==> src/design/uss_pkg.sv <==
// Shared types, codes and coil tables for the unipolar stepper sequencer.
`timescale 1ns / 1ps
`default_nettype none

package uss_pkg;

    localparam int CountW  = 32;
    localparam int StepsW  = 31;
    localparam int PosW    = 16;
    localparam int PeriodW = 10;
    localparam int CoilW   = 4;
    localparam int FuncW   = 2;
    localparam int OutW    = 24;
    localparam int AddrW   = 4;
    localparam int DataW   = 32;

    localparam logic [FuncW-1:0] FUNC_TICK = 2'd0;
    localparam logic [FuncW-1:0] FUNC_MOVE = 2'd1;
    localparam logic [FuncW-1:0] FUNC_STOP = 2'd2;

    localparam logic [1:0] REG_HALF_STEP = 2'd0;
    localparam logic [1:0] REG_PERIOD    = 2'd1;
    localparam logic [1:0] REG_TURN      = 2'd2;
    localparam logic [1:0] REG_ECO       = 2'd3;

    localparam logic [PeriodW-1:0] PERIOD_RESET = 10'd1000;
    localparam logic [PosW-1:0]    TURN_RESET   = 16'd200;
    localparam logic [StepsW-1:0]  STEPS_MAX    = {StepsW{1'b1}};

    typedef struct packed {
        logic [StepsW-1:0]  steps_remaining;
        logic               direction_up;
        logic [PosW-1:0]    step_position;
        logic [PeriodW-1:0] wait_ticks;
        logic               eco_powered_off;
        logic [CoilW-1:0]   coil_latch;
    } motor_state_t;

    typedef struct packed {
        logic               half_step_mode;
        logic [PeriodW-1:0] step_period_ms;
        logic [PosW-1:0]    steps_per_turn;
        logic               eco_enable;
    } motor_cfg_t;

    function automatic logic [CoilW-1:0] coil_lookup(input logic half, input logic [2:0] ph);
        logic [CoilW-1:0] pat;
        if (half)
        begin
            case (ph)
                3'd0:    pat = 4'd1;
                3'd1:    pat = 4'd3;
                3'd2:    pat = 4'd2;
                3'd3:    pat = 4'd6;
                3'd4:    pat = 4'd4;
                3'd5:    pat = 4'd12;
                3'd6:    pat = 4'd8;
                default: pat = 4'd9;
            endcase
        end
        else
        begin
            case (ph[1:0])
                2'd0:    pat = 4'd1;
                2'd1:    pat = 4'd2;
                2'd2:    pat = 4'd4;
                default: pat = 4'd8;
            endcase
        end
        return pat;
    endfunction

endpackage

`default_nettype wire

==> src/design/unipolar_stepper_sequencer.sv <==
// Top level of the unipolar stepper sequencer: stream ports, registers, request pipeline.
//
//   channel | dir | handshake          | payload
//   s_*     | in  | s_tvalid/s_tready  | s_tdata step_count, s_tuser func
//   m_*     | out | m_tvalid/m_tready  | m_tdata coil_pattern, coil_update, busy_res, position
//   apb     | in  | psel/penable/pready| paddr, pwdata, prdata
//
// One request per clock unless m_tready stalls; a request's result passes through the
// input register, then the result register. Motor state updates in the input-to-result
// step, so back-to-back requests see each other's effects. An m_tready stall holds the
// result and backs up into the input register before s_tready drops.
// Reset clears the motor state, the pipeline valids and loads register defaults.
`timescale 1ns / 1ps
`default_nettype none

module unipolar_stepper_sequencer
(
    input  wire                          clk,
    input  wire                          rst_n,
    input  wire                          s_tvalid,
    output logic                         s_tready,
    input  wire [uss_pkg::CountW-1:0]    s_tdata,   // [31:0] step_count
    input  wire [uss_pkg::FuncW-1:0]     s_tuser,   // [1:0] func
    output logic                         m_tvalid,
    input  wire                          m_tready,
    output logic [uss_pkg::OutW-1:0]     m_tdata,   // [3:0] coil_pattern, [4] coil_update,
                                                    // [5] busy_res, [21:6] position, [23:22] 0
    input  wire                          psel,
    input  wire                          penable,
    input  wire                          pwrite,
    input  wire [uss_pkg::AddrW-1:0]     paddr,
    input  wire [uss_pkg::DataW-1:0]     pwdata,
    output logic [uss_pkg::DataW-1:0]    prdata,
    output logic                         pready
);

    uss_pkg::motor_cfg_t   cfg_reg;
    uss_pkg::motor_state_t st_reg;
    uss_pkg::motor_state_t st_next;

    logic                       in_valid_reg;
    logic [uss_pkg::FuncW-1:0]  in_func_reg;
    logic [uss_pkg::CountW-1:0] in_count_reg;
    logic                       out_valid_reg;
    logic [uss_pkg::OutW-1:0]   out_data_reg;
    logic                       coil_update;
    logic                       advance;
    logic                       take;
    logic                       cfg_write;

    assign pready    = 1'b1;
    assign cfg_write = psel && penable && pwrite;

    always_ff @(posedge clk or negedge rst_n)
    begin
        if (!rst_n)
        begin
            cfg_reg.half_step_mode <= 1'b0;
            cfg_reg.step_period_ms <= uss_pkg::PERIOD_RESET;
            cfg_reg.steps_per_turn <= uss_pkg::TURN_RESET;
            cfg_reg.eco_enable     <= 1'b0;
        end
        else if (cfg_write)
        begin
            unique case (paddr[3:2])
                uss_pkg::REG_HALF_STEP: cfg_reg.half_step_mode <= pwdata[0];
                uss_pkg::REG_PERIOD:    cfg_reg.step_period_ms <= pwdata[uss_pkg::PeriodW-1:0];
                uss_pkg::REG_TURN:      cfg_reg.steps_per_turn <= pwdata[uss_pkg::PosW-1:0];
                uss_pkg::REG_ECO:       cfg_reg.eco_enable     <= pwdata[0];
                default:                cfg_reg.eco_enable     <= cfg_reg.eco_enable;
            endcase
        end
    end

    always_comb
    begin
        prdata = '0;
        unique case (paddr[3:2])
            uss_pkg::REG_HALF_STEP: prdata[0]                    = cfg_reg.half_step_mode;
            uss_pkg::REG_PERIOD:    prdata[uss_pkg::PeriodW-1:0] = cfg_reg.step_period_ms;
            uss_pkg::REG_TURN:      prdata[uss_pkg::PosW-1:0]    = cfg_reg.steps_per_turn;
            uss_pkg::REG_ECO:       prdata[0]                    = cfg_reg.eco_enable;
            default:                prdata                       = '0;
        endcase
    end

    assign advance  = in_valid_reg && (!out_valid_reg || m_tready);
    assign s_tready = !in_valid_reg || advance;
    assign take     = s_tvalid && s_tready;

    always_ff @(posedge clk or negedge rst_n)
    begin
        if (!rst_n)
        begin
            in_valid_reg <= 1'b0;
        end
        else if (take)
        begin
            in_valid_reg <= 1'b1;
        end
        else if (advance)
        begin
            in_valid_reg <= 1'b0;
        end
    end

    always_ff @(posedge clk)
    begin
        if (take)
        begin
            in_func_reg  <= s_tuser;
            in_count_reg <= s_tdata;
        end
    end

    uss_step u_step
    (
        .cur         (st_reg),
        .cfg         (cfg_reg),
        .func        (in_func_reg),
        .step_count  (in_count_reg),
        .nxt         (st_next),
        .coil_update (coil_update)
    );

    always_ff @(posedge clk or negedge rst_n)
    begin
        if (!rst_n)
        begin
            st_reg        <= '0;
            out_valid_reg <= 1'b0;
        end
        else if (advance)
        begin
            st_reg        <= st_next;
            out_valid_reg <= 1'b1;
        end
        else if (m_tready)
        begin
            out_valid_reg <= 1'b0;
        end
    end

    always_ff @(posedge clk)
    begin
        if (advance)
        begin
            out_data_reg <= {2'b00, st_next.step_position, (st_next.steps_remaining != '0),
                             coil_update, st_next.coil_latch};
        end
    end

    assign m_tvalid = out_valid_reg;
    assign m_tdata  = out_data_reg;

endmodule

`default_nettype wire

==> src/design/uss_step.sv <==
// Next-state and result logic for one tick, move or stop request.
`timescale 1ns / 1ps
`default_nettype none

module uss_step
(
    input  wire uss_pkg::motor_state_t        cur,
    input  wire uss_pkg::motor_cfg_t          cfg,
    input  wire [uss_pkg::FuncW-1:0]          func,
    input  wire [uss_pkg::CountW-1:0]         step_count,
    output uss_pkg::motor_state_t             nxt,
    output logic                              coil_update
);

    logic [uss_pkg::PosW:0]     pos_inc;
    logic [uss_pkg::PosW-1:0]   pos_step;
    logic [uss_pkg::CountW-1:0] count_neg;
    logic [uss_pkg::StepsW-1:0] mag;
    logic                       do_step;
    logic                       busy;

    assign busy      = cur.steps_remaining != '0;
    assign do_step   = busy && (cur.wait_ticks == '0);
    assign pos_inc   = {1'b0, cur.step_position} + {{uss_pkg::PosW{1'b0}}, 1'b1};
    assign count_neg = ~step_count + 32'd1;

    always_comb
    begin
        if (cur.direction_up)
        begin
            pos_step = (pos_inc > {1'b0, cfg.steps_per_turn}) ? '0 : pos_inc[uss_pkg::PosW-1:0];
        end
        else
        begin
            pos_step = (cur.step_position == '0) ? cfg.steps_per_turn
                                                 : cur.step_position - 16'd1;
        end
    end

    always_comb
    begin
        if (step_count[uss_pkg::CountW-1])
        begin
            mag = count_neg[uss_pkg::CountW-1] ? uss_pkg::STEPS_MAX
                                               : count_neg[uss_pkg::StepsW-1:0];
        end
        else
        begin
            mag = step_count[uss_pkg::StepsW-1:0];
        end
    end

    always_comb
    begin
        nxt         = cur;
        coil_update = 1'b0;
        case (func)
            uss_pkg::FUNC_TICK:
            begin
                if (do_step)
                begin
                    nxt.step_position   = pos_step;
                    nxt.coil_latch      = uss_pkg::coil_lookup(cfg.half_step_mode, pos_step[2:0]);
                    nxt.steps_remaining = cur.steps_remaining - 31'd1;
                    nxt.wait_ticks      = cfg.step_period_ms;
                    coil_update         = 1'b1;
                end
                else if (cur.wait_ticks != '0)
                begin
                    nxt.wait_ticks = cur.wait_ticks - 10'd1;
                end
                if (cfg.eco_enable && !cur.eco_powered_off && (nxt.steps_remaining == '0))
                begin
                    nxt.eco_powered_off = 1'b1;
                    nxt.coil_latch      = '0;
                    coil_update         = 1'b1;
                end
            end
            uss_pkg::FUNC_MOVE:
            begin
                if (step_count[uss_pkg::CountW-1])
                begin
                    nxt.direction_up = 1'b0;
                end
                else if (step_count != '0)
                begin
                    nxt.direction_up = 1'b1;
                end
                nxt.steps_remaining = mag;
                if (cfg.eco_enable && cur.eco_powered_off)
                begin
                    nxt.coil_latch      = uss_pkg::coil_lookup(cfg.half_step_mode,
                                                               cur.step_position[2:0]);
                    nxt.eco_powered_off = 1'b0;
                    coil_update         = 1'b1;
                end
            end
            uss_pkg::FUNC_STOP:
            begin
                if (busy)
                begin
                    nxt.steps_remaining = '0;
                    if (cfg.eco_enable)
                    begin
                        nxt.coil_latch = '0;
                        coil_update    = 1'b1;
                    end
                end
            end
            default:
            begin
                coil_update = 1'b0;
            end
        endcase
    end

endmodule

`default_nettype wire

==> config.mk <==
export PLATFORM = sky130hd
export DESIGN_NAME = unipolar_stepper_sequencer
export DESIGN_NICKNAME = d
export VERILOG_FILES = /design/src/design/uss_pkg.sv /design/src/design/unipolar_stepper_sequencer.sv /design/src/design/uss_step.sv
export SDC_FILE = /design/constraint.sdc
export NUM_CORES = 1
export LEC_CHECK = 0
export ABC_AREA = 1
export BUFFER_PORTS_ARGS = -buffer_cell sky130_fd_sc_hd__buf_4
export CAP_MARGIN = 20
export CORE_UTILIZATION = 40
export DETAILED_ROUTE_END_ITERATION = 8
export SETUP_SLACK_MARGIN = 0.3
export SLEW_MARGIN = 20
export SYNTH_ARGS = -nofsm -noshare
export SYNTH_HDL_FRONTEND = slang
export SYNTH_SLANG_ARGS = --single-unit
export TNS_END_PERCENT = 50
==> constraint.sdc <==
create_clock -name clk -period 3.2 [get_ports clk]
set_input_delay 0.48 -clock clk [delete_from_list [all_inputs] [get_ports clk]]
set_output_delay 0.48 -clock clk [all_outputs]
set_load 0.01 [all_outputs]
Word-level counts from Yosys, hierarchy flattened
Index checks and enable logic that the tools add are counted.
Word-level totals
  input bits: 77
  register bits after elaboration: 149
  logic and storage cells: 124
Cells by class
  reductions and logical operators: 38
  $add $sub $neg: 5
  bitwise gates (word level): 1
  multiplexer cells: 41
  order comparisons: 1
  eq/ne operators: 23
Operator list (number)
  $mux W31: 5
  $pmux W31 S3: 1
  $mux W16: 4
  $reduce_bool A31 Y1: 2
  $pmux W4 S7: 2
  $pmux W4 S3: 3
  $add A32 B1 Y32 const B: 1
  $not A32 Y32: 1
  $reduce_bool A32 Y1: 1
  $logic_not A31 Y1: 1
  $sub A31 B1 Y31 const B: 1
  $mux W26: 1
  $mux W10: 2
  $mux W4: 5
  $eq A3 B3 Y1 const B: 6
  $pmux W9 S2: 1
  $add A16 B1 Y17 const B: 1
  $gt A17 B16 Y1: 1
  $logic_not A16 Y1: 1
  $sub A16 B1 Y16 const B: 1
  $eq A3 B2 Y1 const B: 4
  $mux W1: 11
  $eq A2 B2 Y1 const B: 5
  $logic_not A10 Y1: 1
  other kinds (19): 47

Depth between registers and ports, before layout
Gate-level depths: netlist (run 1).
  depth in word-level cells: 10
  mapped depth: 29
  depth with buffers taken out: 28

Modules after synthesis
A second synthesis (run 1) with hierarchy kept.
Unflattened totals
  cells, all modules: 1703
  area, all modules: 11522.3 µm²
By module, submodules not included
  unipolar_stepper_sequencer: times used 1, cells an instance 566, area each 5988.2 µm²
  uss_step: times used 1, cells an instance 1137, area each 5534.1 µm²

Worst setup path before layout (run 1)
Ideal clock, no wire load.
  path kind: reg2reg
  from: reg st_reg[17] (netlist bit)
  to: reg out_data_reg, in the netlist m_tdata[2], data pin
  path buffers: 1
  library setup time: 131 ps
  arrival: 3071 ps
  slack: -1 ps
  required time: 3069 ps
  clock period less this slack: 3201 ps
  cell stages (with the launch flop): 24
  cells stage by stage: dfrtp_1 inv_2 nor3_1 nand2_1 nor3_2 nand2_1 nor2_1 nand3_1 xor2_1 inv_1 ha_1 a21oi_1 nand2_1 nor2_1 nand2_1 nand2_1 buf_2 nand2_1 nand2_1 nand2_1 o21ai_0 nor2_1 o21ai_1 and2_1
RTL lines
  start: declaration: RTL line unipolar_stepper_sequencer.sv:38  | uss_pkg::motor_state_t st_reg;
  start signal: assignment: RTL line unipolar_stepper_sequencer.sv:135  | st_reg <= st_next;
  end signal: assignment: RTL line unipolar_stepper_sequencer.sv:148  | out_data_reg <= {2'b00, st_next.step_position, (st_next.steps_remaining != '0),
  end: declaration: RTL line unipolar_stepper_sequencer.sv:45  | logic [uss_pkg::OutW-1:0] out_data_reg;

==> reports/metrics.cfg, run 1 <==
[power]
clkPwrFrac_pct=19.5
p_switching_mw=5.24
p_per_area_nw_per_um2=825
p_comb_share_pct=54.4
ir_worst_vdd_mv=0.379
p_int_mw=6.23
p_seq_share_pct=26.1
total_power_mw=11.5
p_leak_nw=6.65
netSwitchingFraction_pct=45.7

[floorplan]
ios=136
die_area_um2=28400
fp.dieW_um=169
rows=60
core_area_um2=27100
start_util_pct=40.9
die_h_um=169

[detailed_routing]
vias_per_cell=5.14
route.met3.wl_um=2840
remaining_drc_errors=0
ant_nets=0
wirelength_met1_um=16800
first_pass_iters=5
routedWlPerCell_um=15.9
first_iter_violations=1000
top_layer=met4
finalWirelength_um=34600
via_count=11154
wl_met2_um=14400

[job]
drv_cap=0

[yosys]
synth_area_leaders=dfrtp_1, edfxtp_1, nand2_1
avgSynthCellArea_um2=6.88
synthCells=1613
synth_area_um2=11100
post_synth_num_cell_types=49
synth-warning-count=0
synth-async-reset-ratio_pct=62.4
yosysTopAreaCell=dfrtp_1
synth_top_area_share_pct=19.0
synth_seq_cells=149
synth_seq_area_share_pct=36.3
synth-edff-count=56
ys.flop_type=dfrtp_1

[final_layout]
post-route-util_pct=51.3
fin_cells=2170
final_cell_mix=nand2_1, buf_4, nor2_1, inv_1, o21ai_0
largest_reg_flops=63
final-seq-area_um2=4020
areaGrowthSynthToFinish_pct=25.4
nets=1894
drive_gt1_share_pct=21.2
layout_commonest_cell=nand2_1
multi_input_area_um2=6400
antenna_cells=0
fillCellCount=2619

[timing]
tightest_slew_ps=853
fin_ws_ps=-110
finalCritPeriodShare_pct=103
period_minus_slack_ps=3310
setup_violations=14
hold_ws_ps=40.0
timing_hold_violations_final=0
maxSlewViolCount=0
fmax_mhz=302
clock_skew_ps=14.0
maxSlewHeadroom_pct=43.0
grt_setup_unrepaired=yes

[clock_tree]
cts_made_buffers=17
path_clk_slew_ps=70
tritoncts=yes
htree_levels=4
cts_sinks=149
cts-root-buf=clkbuf_16
clkLatencyLatePin_ps=440
cts_buffer_depth=2

[worst_hold_path]
min_path_type=in -> async

[run_status]
status=complete, but fails checks
violations=negative setup slack

[critical_path]
critPathCaptureType=flop
cp_slowest_cell=dfrtp_1
cp-start-kind=flop
cp_slowest_stage_delay_ps=410
worstPathCellList=ha_2 > buf_4 > buf_4 > buf_4 > ha_1 > inv_1 > ha_4 > nand3_1 > nand2_1 > nand2_1 > nand2_1 > nand2_1 > nand2_1 > nand2_1 > nand2_1 > nand2_4 > buf_6 > nand2_4 > nand2_4 > nand2_2 > o21ai_2 > nor2_2 > o21ai_2 > and2_1
crit_required_ps=3390
crit_buf_inv=5
cp_common_cell=nand2_1
crit_family=simple AND/OR/NAND/NOR gates
arrival_ps=3500
cp_max_fo=5
path_class=reg -> reg

[global_route]
grtUsageTotal_pct=24.7
grt_first_pass_wirelength_um=54700
grt_pass1_vias=10222
antenna_found_initial=0
grt.overflow.total=0
grt_max_degree=88

[placed_design]
preCtsSetupSlack_ps=-290
place.gp.congestion=0.950
dpl.hpwl_um=26100
dp_cells=2123
io_buffer_count=98

-- routing by layer --
metal | vias up | GRT usage [%]
met2 | 452 | 35.7
met4 | 0 | 6.13
met3 | 33 | 4.35
met5 | - | 0
met1 | 5107 | 37.6
li1 | 5562 | -
-- kinds of logic (layout without fill, tap and decap cells) --
family / count (synthesis) / after routing / synth area share, %
AND/OR/NAND/NOR: 822 / 822 / 31.6
AO/OA/AOI/OAI: 297 / 297 / 14.6
buffers and inverters: 263 / 431 / 10.1
flip-flops: 149 / 149 / 36.3
XOR/XNOR: 47 / 47 / 3.71
adder cells (fa/ha/maj): 32 / 32 / 3.61
other: 2 / 19 / 0.0677
multiplexers: 1 / 1 / 0.0903
-- metrics by stage --
stage / area (um^2) / setup TNS [ps]
after floorplan: 11200 / 0
after global placement: 12800 / -1820
after detailed placement: 12800 / -4210
after CTS: 13600 / -359
after global routing: 13900 / -6130
final: 13900 / -746
-- worst paths after layout --
kind | startpoint | end | slack (ps) | depth (start not counted)
worst max-delay path | st_reg[16]$_DFFE_PN0P_ | m_tdata[2]$_DFFE_PP_ | -110 | 24
worst min-delay path | rst_n | st_reg[51]$_DFFE_PN0P_ | 40 | 1
worst max register to register | st_reg[16]$_DFFE_PN0P_ | m_tdata[2]$_DFFE_PP_ | -110 | 24
worst min register to register | st_reg[2]$_DFFE_PN0P_ | st_reg[2]$_DFFE_PN0P_ | 480 | 2
max in group asynchronous | rst_n | cfg_reg[4]$_DFFE_PN1P_ | 2360 | 2
min in group clk | s_tdata[15] | in_count_reg[15]$_DFFE_PP_ | 210 | 1
-- cell usage after synthesis (21+ instances only) --
| cell type | count |
|---|---|
| nand2_1 | 435 |
| nor2_1 | 192 |
| inv_1 | 178 |
| o21ai_0 | 165 |
| nand3_1 | 98 |
| dfrtp_1 | 84 |
| a21oi_1 | 75 |
| edfxtp_1 | 56 |
| clkbuf_1 | 40 |
| xor2_1 | 40 |
| ha_1 | 32 |
| nor3_1 | 23 |
| o211ai_1 | 21 |
-- what timing repair did --
action | in CTS | in global routing
pin swaps | 29 | 27
buffers inserted | 7 | 8
hold buffers | 0 | 0
setup endpoints to repair | 41 | 48
resized for setup | 48 | 63
-- area by class of cell --
type / count / share of cell area, %
repair buffers: 212 / 12.1
multi-input cells: 1218 / 46.0
clock buffers: 22 / 3.65
clock inverters: 10 / 0.908
well taps: 372 / 3.35
flip-flops and latches: 149 / 28.9
inverters: 187 / 5.07
-- power by group through the flow --
stage	Sequential, mW	Combinational [mW]	Clock (mW)
3_5_place_dp	3.00	5.49	0
2_1_floorplan	2.88	3.71	0
3_3_place_gp	2.99	5.42	0
5_1_grt	3.05	6.90	2.32
6_report	2.99	6.24	2.24
4_1_cts	2.97	5.72	2.26
Power figures use the tool's default switching activity.
==> run 2: changes to the inputs <==
--- a/config.mk
+++ b/config.mk
@@ -6,10 +6,10 @@
 export NUM_CORES = 1
 export LEC_CHECK = 0
 export ABC_AREA = 1
-export BUFFER_PORTS_ARGS = -buffer_cell sky130_fd_sc_hd__buf_4
 export CAP_MARGIN = 20
 export CORE_UTILIZATION = 40
 export DETAILED_ROUTE_END_ITERATION = 8
+export DONT_BUFFER_PORTS = 1
 export SETUP_SLACK_MARGIN = 0.3
 export SLEW_MARGIN = 20
 export SYNTH_ARGS = -nofsm -noshare
==> reports/metrics.cfg, run 2 (synthesized netlist as in run 1, its figures left out) <==
[timing]
finalCritPeriodShare_pct=107  ; +3.3 points
maxSlewHeadroom_pct=38.2  ; -4.8 points
period_minus_slack_ps=3420  ; +106 ps
tightest_slew_ps=926  ; +72.5 ps
timing_hold_violations_final=0  ; unchanged
fin_ws_ps=-215  ; -106 ps
fmax_mhz=293  ; -3.1%
setup_tns_ps=-2710  ; -1960 ps
maxSlewViolCount=0  ; unchanged
hold_ws_ps=130  ; +89.7 ps
setup_violations=30  ; +16
grt_setup_unrepaired=yes
clock_skew_ps=18.6  ; +4.55 ps

[critical_path]
cp_max_fo=6  ; +1
path_class=reg -> reg
cp-start-kind=flop
crit_required_ps=3390  ; about the same
cp_slowest_stage_delay_ps=420  ; about the same
cp_slowest_cell=dfrtp_1
crit_family=simple AND/OR/NAND/NOR gates
crit_buf_inv=4  ; -1
worstRegToRegCells=26  ; +8.3%
arrival_ps=3610  ; +110 ps
critPathCaptureType=flop
cp.depth=26  ; +8.3%

[detailed_routing]
first_iter_violations=1019  ; +1.9%
via_count=10919  ; -2.1%
vias_per_cell=5.30  ; +3.0%
finalWirelength_um=34100  ; -1.4%
routedWlPerCell_um=16.5  ; +3.8%
ant_nets=0  ; unchanged
remaining_drc_errors=0  ; unchanged
first_pass_iters=6  ; +1

[floorplan]
die_h_um=169  ; unchanged
die_area_um2=28400  ; unchanged
core_area_um2=27100  ; unchanged
ios=136  ; unchanged
rows=60  ; unchanged
start_util_pct=40.9  ; unchanged
fp.dieW_um=169  ; unchanged

[power]
ir_worst_vdd_mv=0.409  ; +8.1%
p_per_area_nw_per_um2=833  ; +1.0%
total_power_mw=10.9  ; -5.2%
p_leak_nw=6.09  ; -8.5%

[clock_tree]
path_clk_slew_ps=70  ; about the same
cts_buffer_depth=2  ; unchanged
cts-root-buf=clkbuf_16
clkLatencyLatePin_ps=450  ; about the same
tritoncts=yes
cts_sinks=149  ; unchanged
cts_made_buffers=17  ; unchanged
htree_levels=4  ; unchanged

[worst_hold_path]
min_path_type=in -> reg
hold-path-cell-count=0

[global_route]
grt_first_pass_wirelength_um=54500  ; -0.39%
grtUsageTotal_pct=24.5  ; -0.17 points
antenna_found_initial=0  ; unchanged
grt_max_degree=94  ; +6.8%
grt_pass1_vias=10274  ; +0.51%
grt.overflow.total=0  ; unchanged

[placed_design]
io_buffer_count=0  ; -100%
dpl.hpwl_um=25100  ; -3.8%
place.gp.congestion=0.945  ; -0.57%

[run_status]
violations=negative setup slack
status=complete, but fails checks

[final_layout]
drive_gt1_share_pct=16.0  ; -5.2 points
multi_input_area_um2=6420  ; +0.29%
nets=1786  ; -5.7%
antenna_cells=0  ; unchanged
final_cell_mix=nand2_1, nor2_1, inv_1, o21ai_0, buf_4
layout_commonest_cell=nand2_1
areaGrowthSynthToFinish_pct=17.7
fillCellCount=2695  ; +2.9%
largest_reg_flops=63  ; unchanged
final-seq-area_um2=4020  ; unchanged

[job]
drv_cap=0  ; unchanged

[run 2: cell count changes in the layout (fill, tap and decap cells not counted), sizes merged]
cell / before / now
bufinv: 2 / 0
clkinv: 2 / 7
clkbuf: 22 / 19
dlygate4sd3: 0 / 1
inv: 191 / 192
buf: 212 / 103
clkinvlp: 2 / 1
[run 2: power breakdown]
part / internal, mW / total, mW / switching, mW
clock: 1.10 / 2.08 / 0.976
combinational: 2.13 / 5.75 / 3.63
sequential: 2.47 / 3.04 / 0.567
[run 2: worst reg2reg max path: stages, from the launching register on]
cell and delay, ps:
dfrtp_1 420, inv_2 80, nor3_4 140, nand2_2 100, nor3_4 230, nand2_2 140, nor2_4 130, buf_4 120
nand2_2 40, xor2_1 130, inv_1 100, ha_4 280, nand2_4 50, nor2_2 90, nand2_1 60, nand2_1 50
nor2_1 40, nand2_2 70, nand2_4 90, buf_6 130, nand2_4 60, nand2_4 60, nand2_1 110, o21ai_2 70
nor2_2 150, o21ai_2 70, and2_1 160
[run 2: metrics by stage]
| stage | util (%) | setup WS [ps] | std cells | area [um^2] |
|---|---|---|---|---|
| floorplan | - | 121 | 1630 | 11200 |
| finish | 48.2 | -215 | 2062 | 13100 |
| CTS | 47.0 | -170 | 2056 | 12700 |
| detailed placement | 44.0 | -390 | 2011 | 11900 |
| global route | 48.2 | -465 | 2062 | 13100 |
| global placement | 44.0 | -276 | 2011 | 11900 |
[run 2: area by class of cell]
class                   count  area share, %
clock buffers              19           3.56
clock inverters            13          0.988
inverters                 187           5.41
multi-input cells        1218           49.2
flip-flops and latches    149           30.8
well taps                 372           3.57
repair buffers            104           6.45
[run 2: path summary, 6_finish.rpt]
| path | from | slack (ps) | endpoint |
|---|---|---|---|
| max | st_reg[15]$_DFFE_PN0P_ | -220 | m_tdata[2]$_DFFE_PP_ |
| min | s_tdata[8] | 130 | in_count_reg[8]$_DFFE_PP_ |
| max reg2reg | st_reg[15]$_DFFE_PN0P_ | -220 | m_tdata[2]$_DFFE_PP_ |
| min reg2reg | cfg_reg[26]$_DFFE_PN1P_ | 510 | cfg_reg[26]$_DFFE_PN1P_ |
| max in group asynchronous | rst_n | 2150 | cfg_reg[4]$_DFFE_PN1P_ |
| min in group asynchronous | rst_n | 640 | st_reg[40]$_DFFE_PN0P_ |
[run 2: per-layer routing]
| layer | vias to the layer above | global-route usage (%) | part of all wire (%) |
|---|---|---|---|
| met1 | 5062 | 36.5 | 49 |
| met4 | 0 | 8.14 | 2.3 |
| li1 | 5364 | - | - |
| met5 | - | 0 | 0 |
| met3 | 49 | 4.42 | 7.6 |
| met2 | 444 | 35.3 | 41 |
[run 2: repair_timing]
action                                  in CTS  in global routing
pin swaps                                   21                 25
buffers inserted                            11                  6
gates resized for setup                     47                 58
hold endpoints to repair                    93                  0
hold buffers                                 2                  0
endpoints found under the setup margin      41                 45
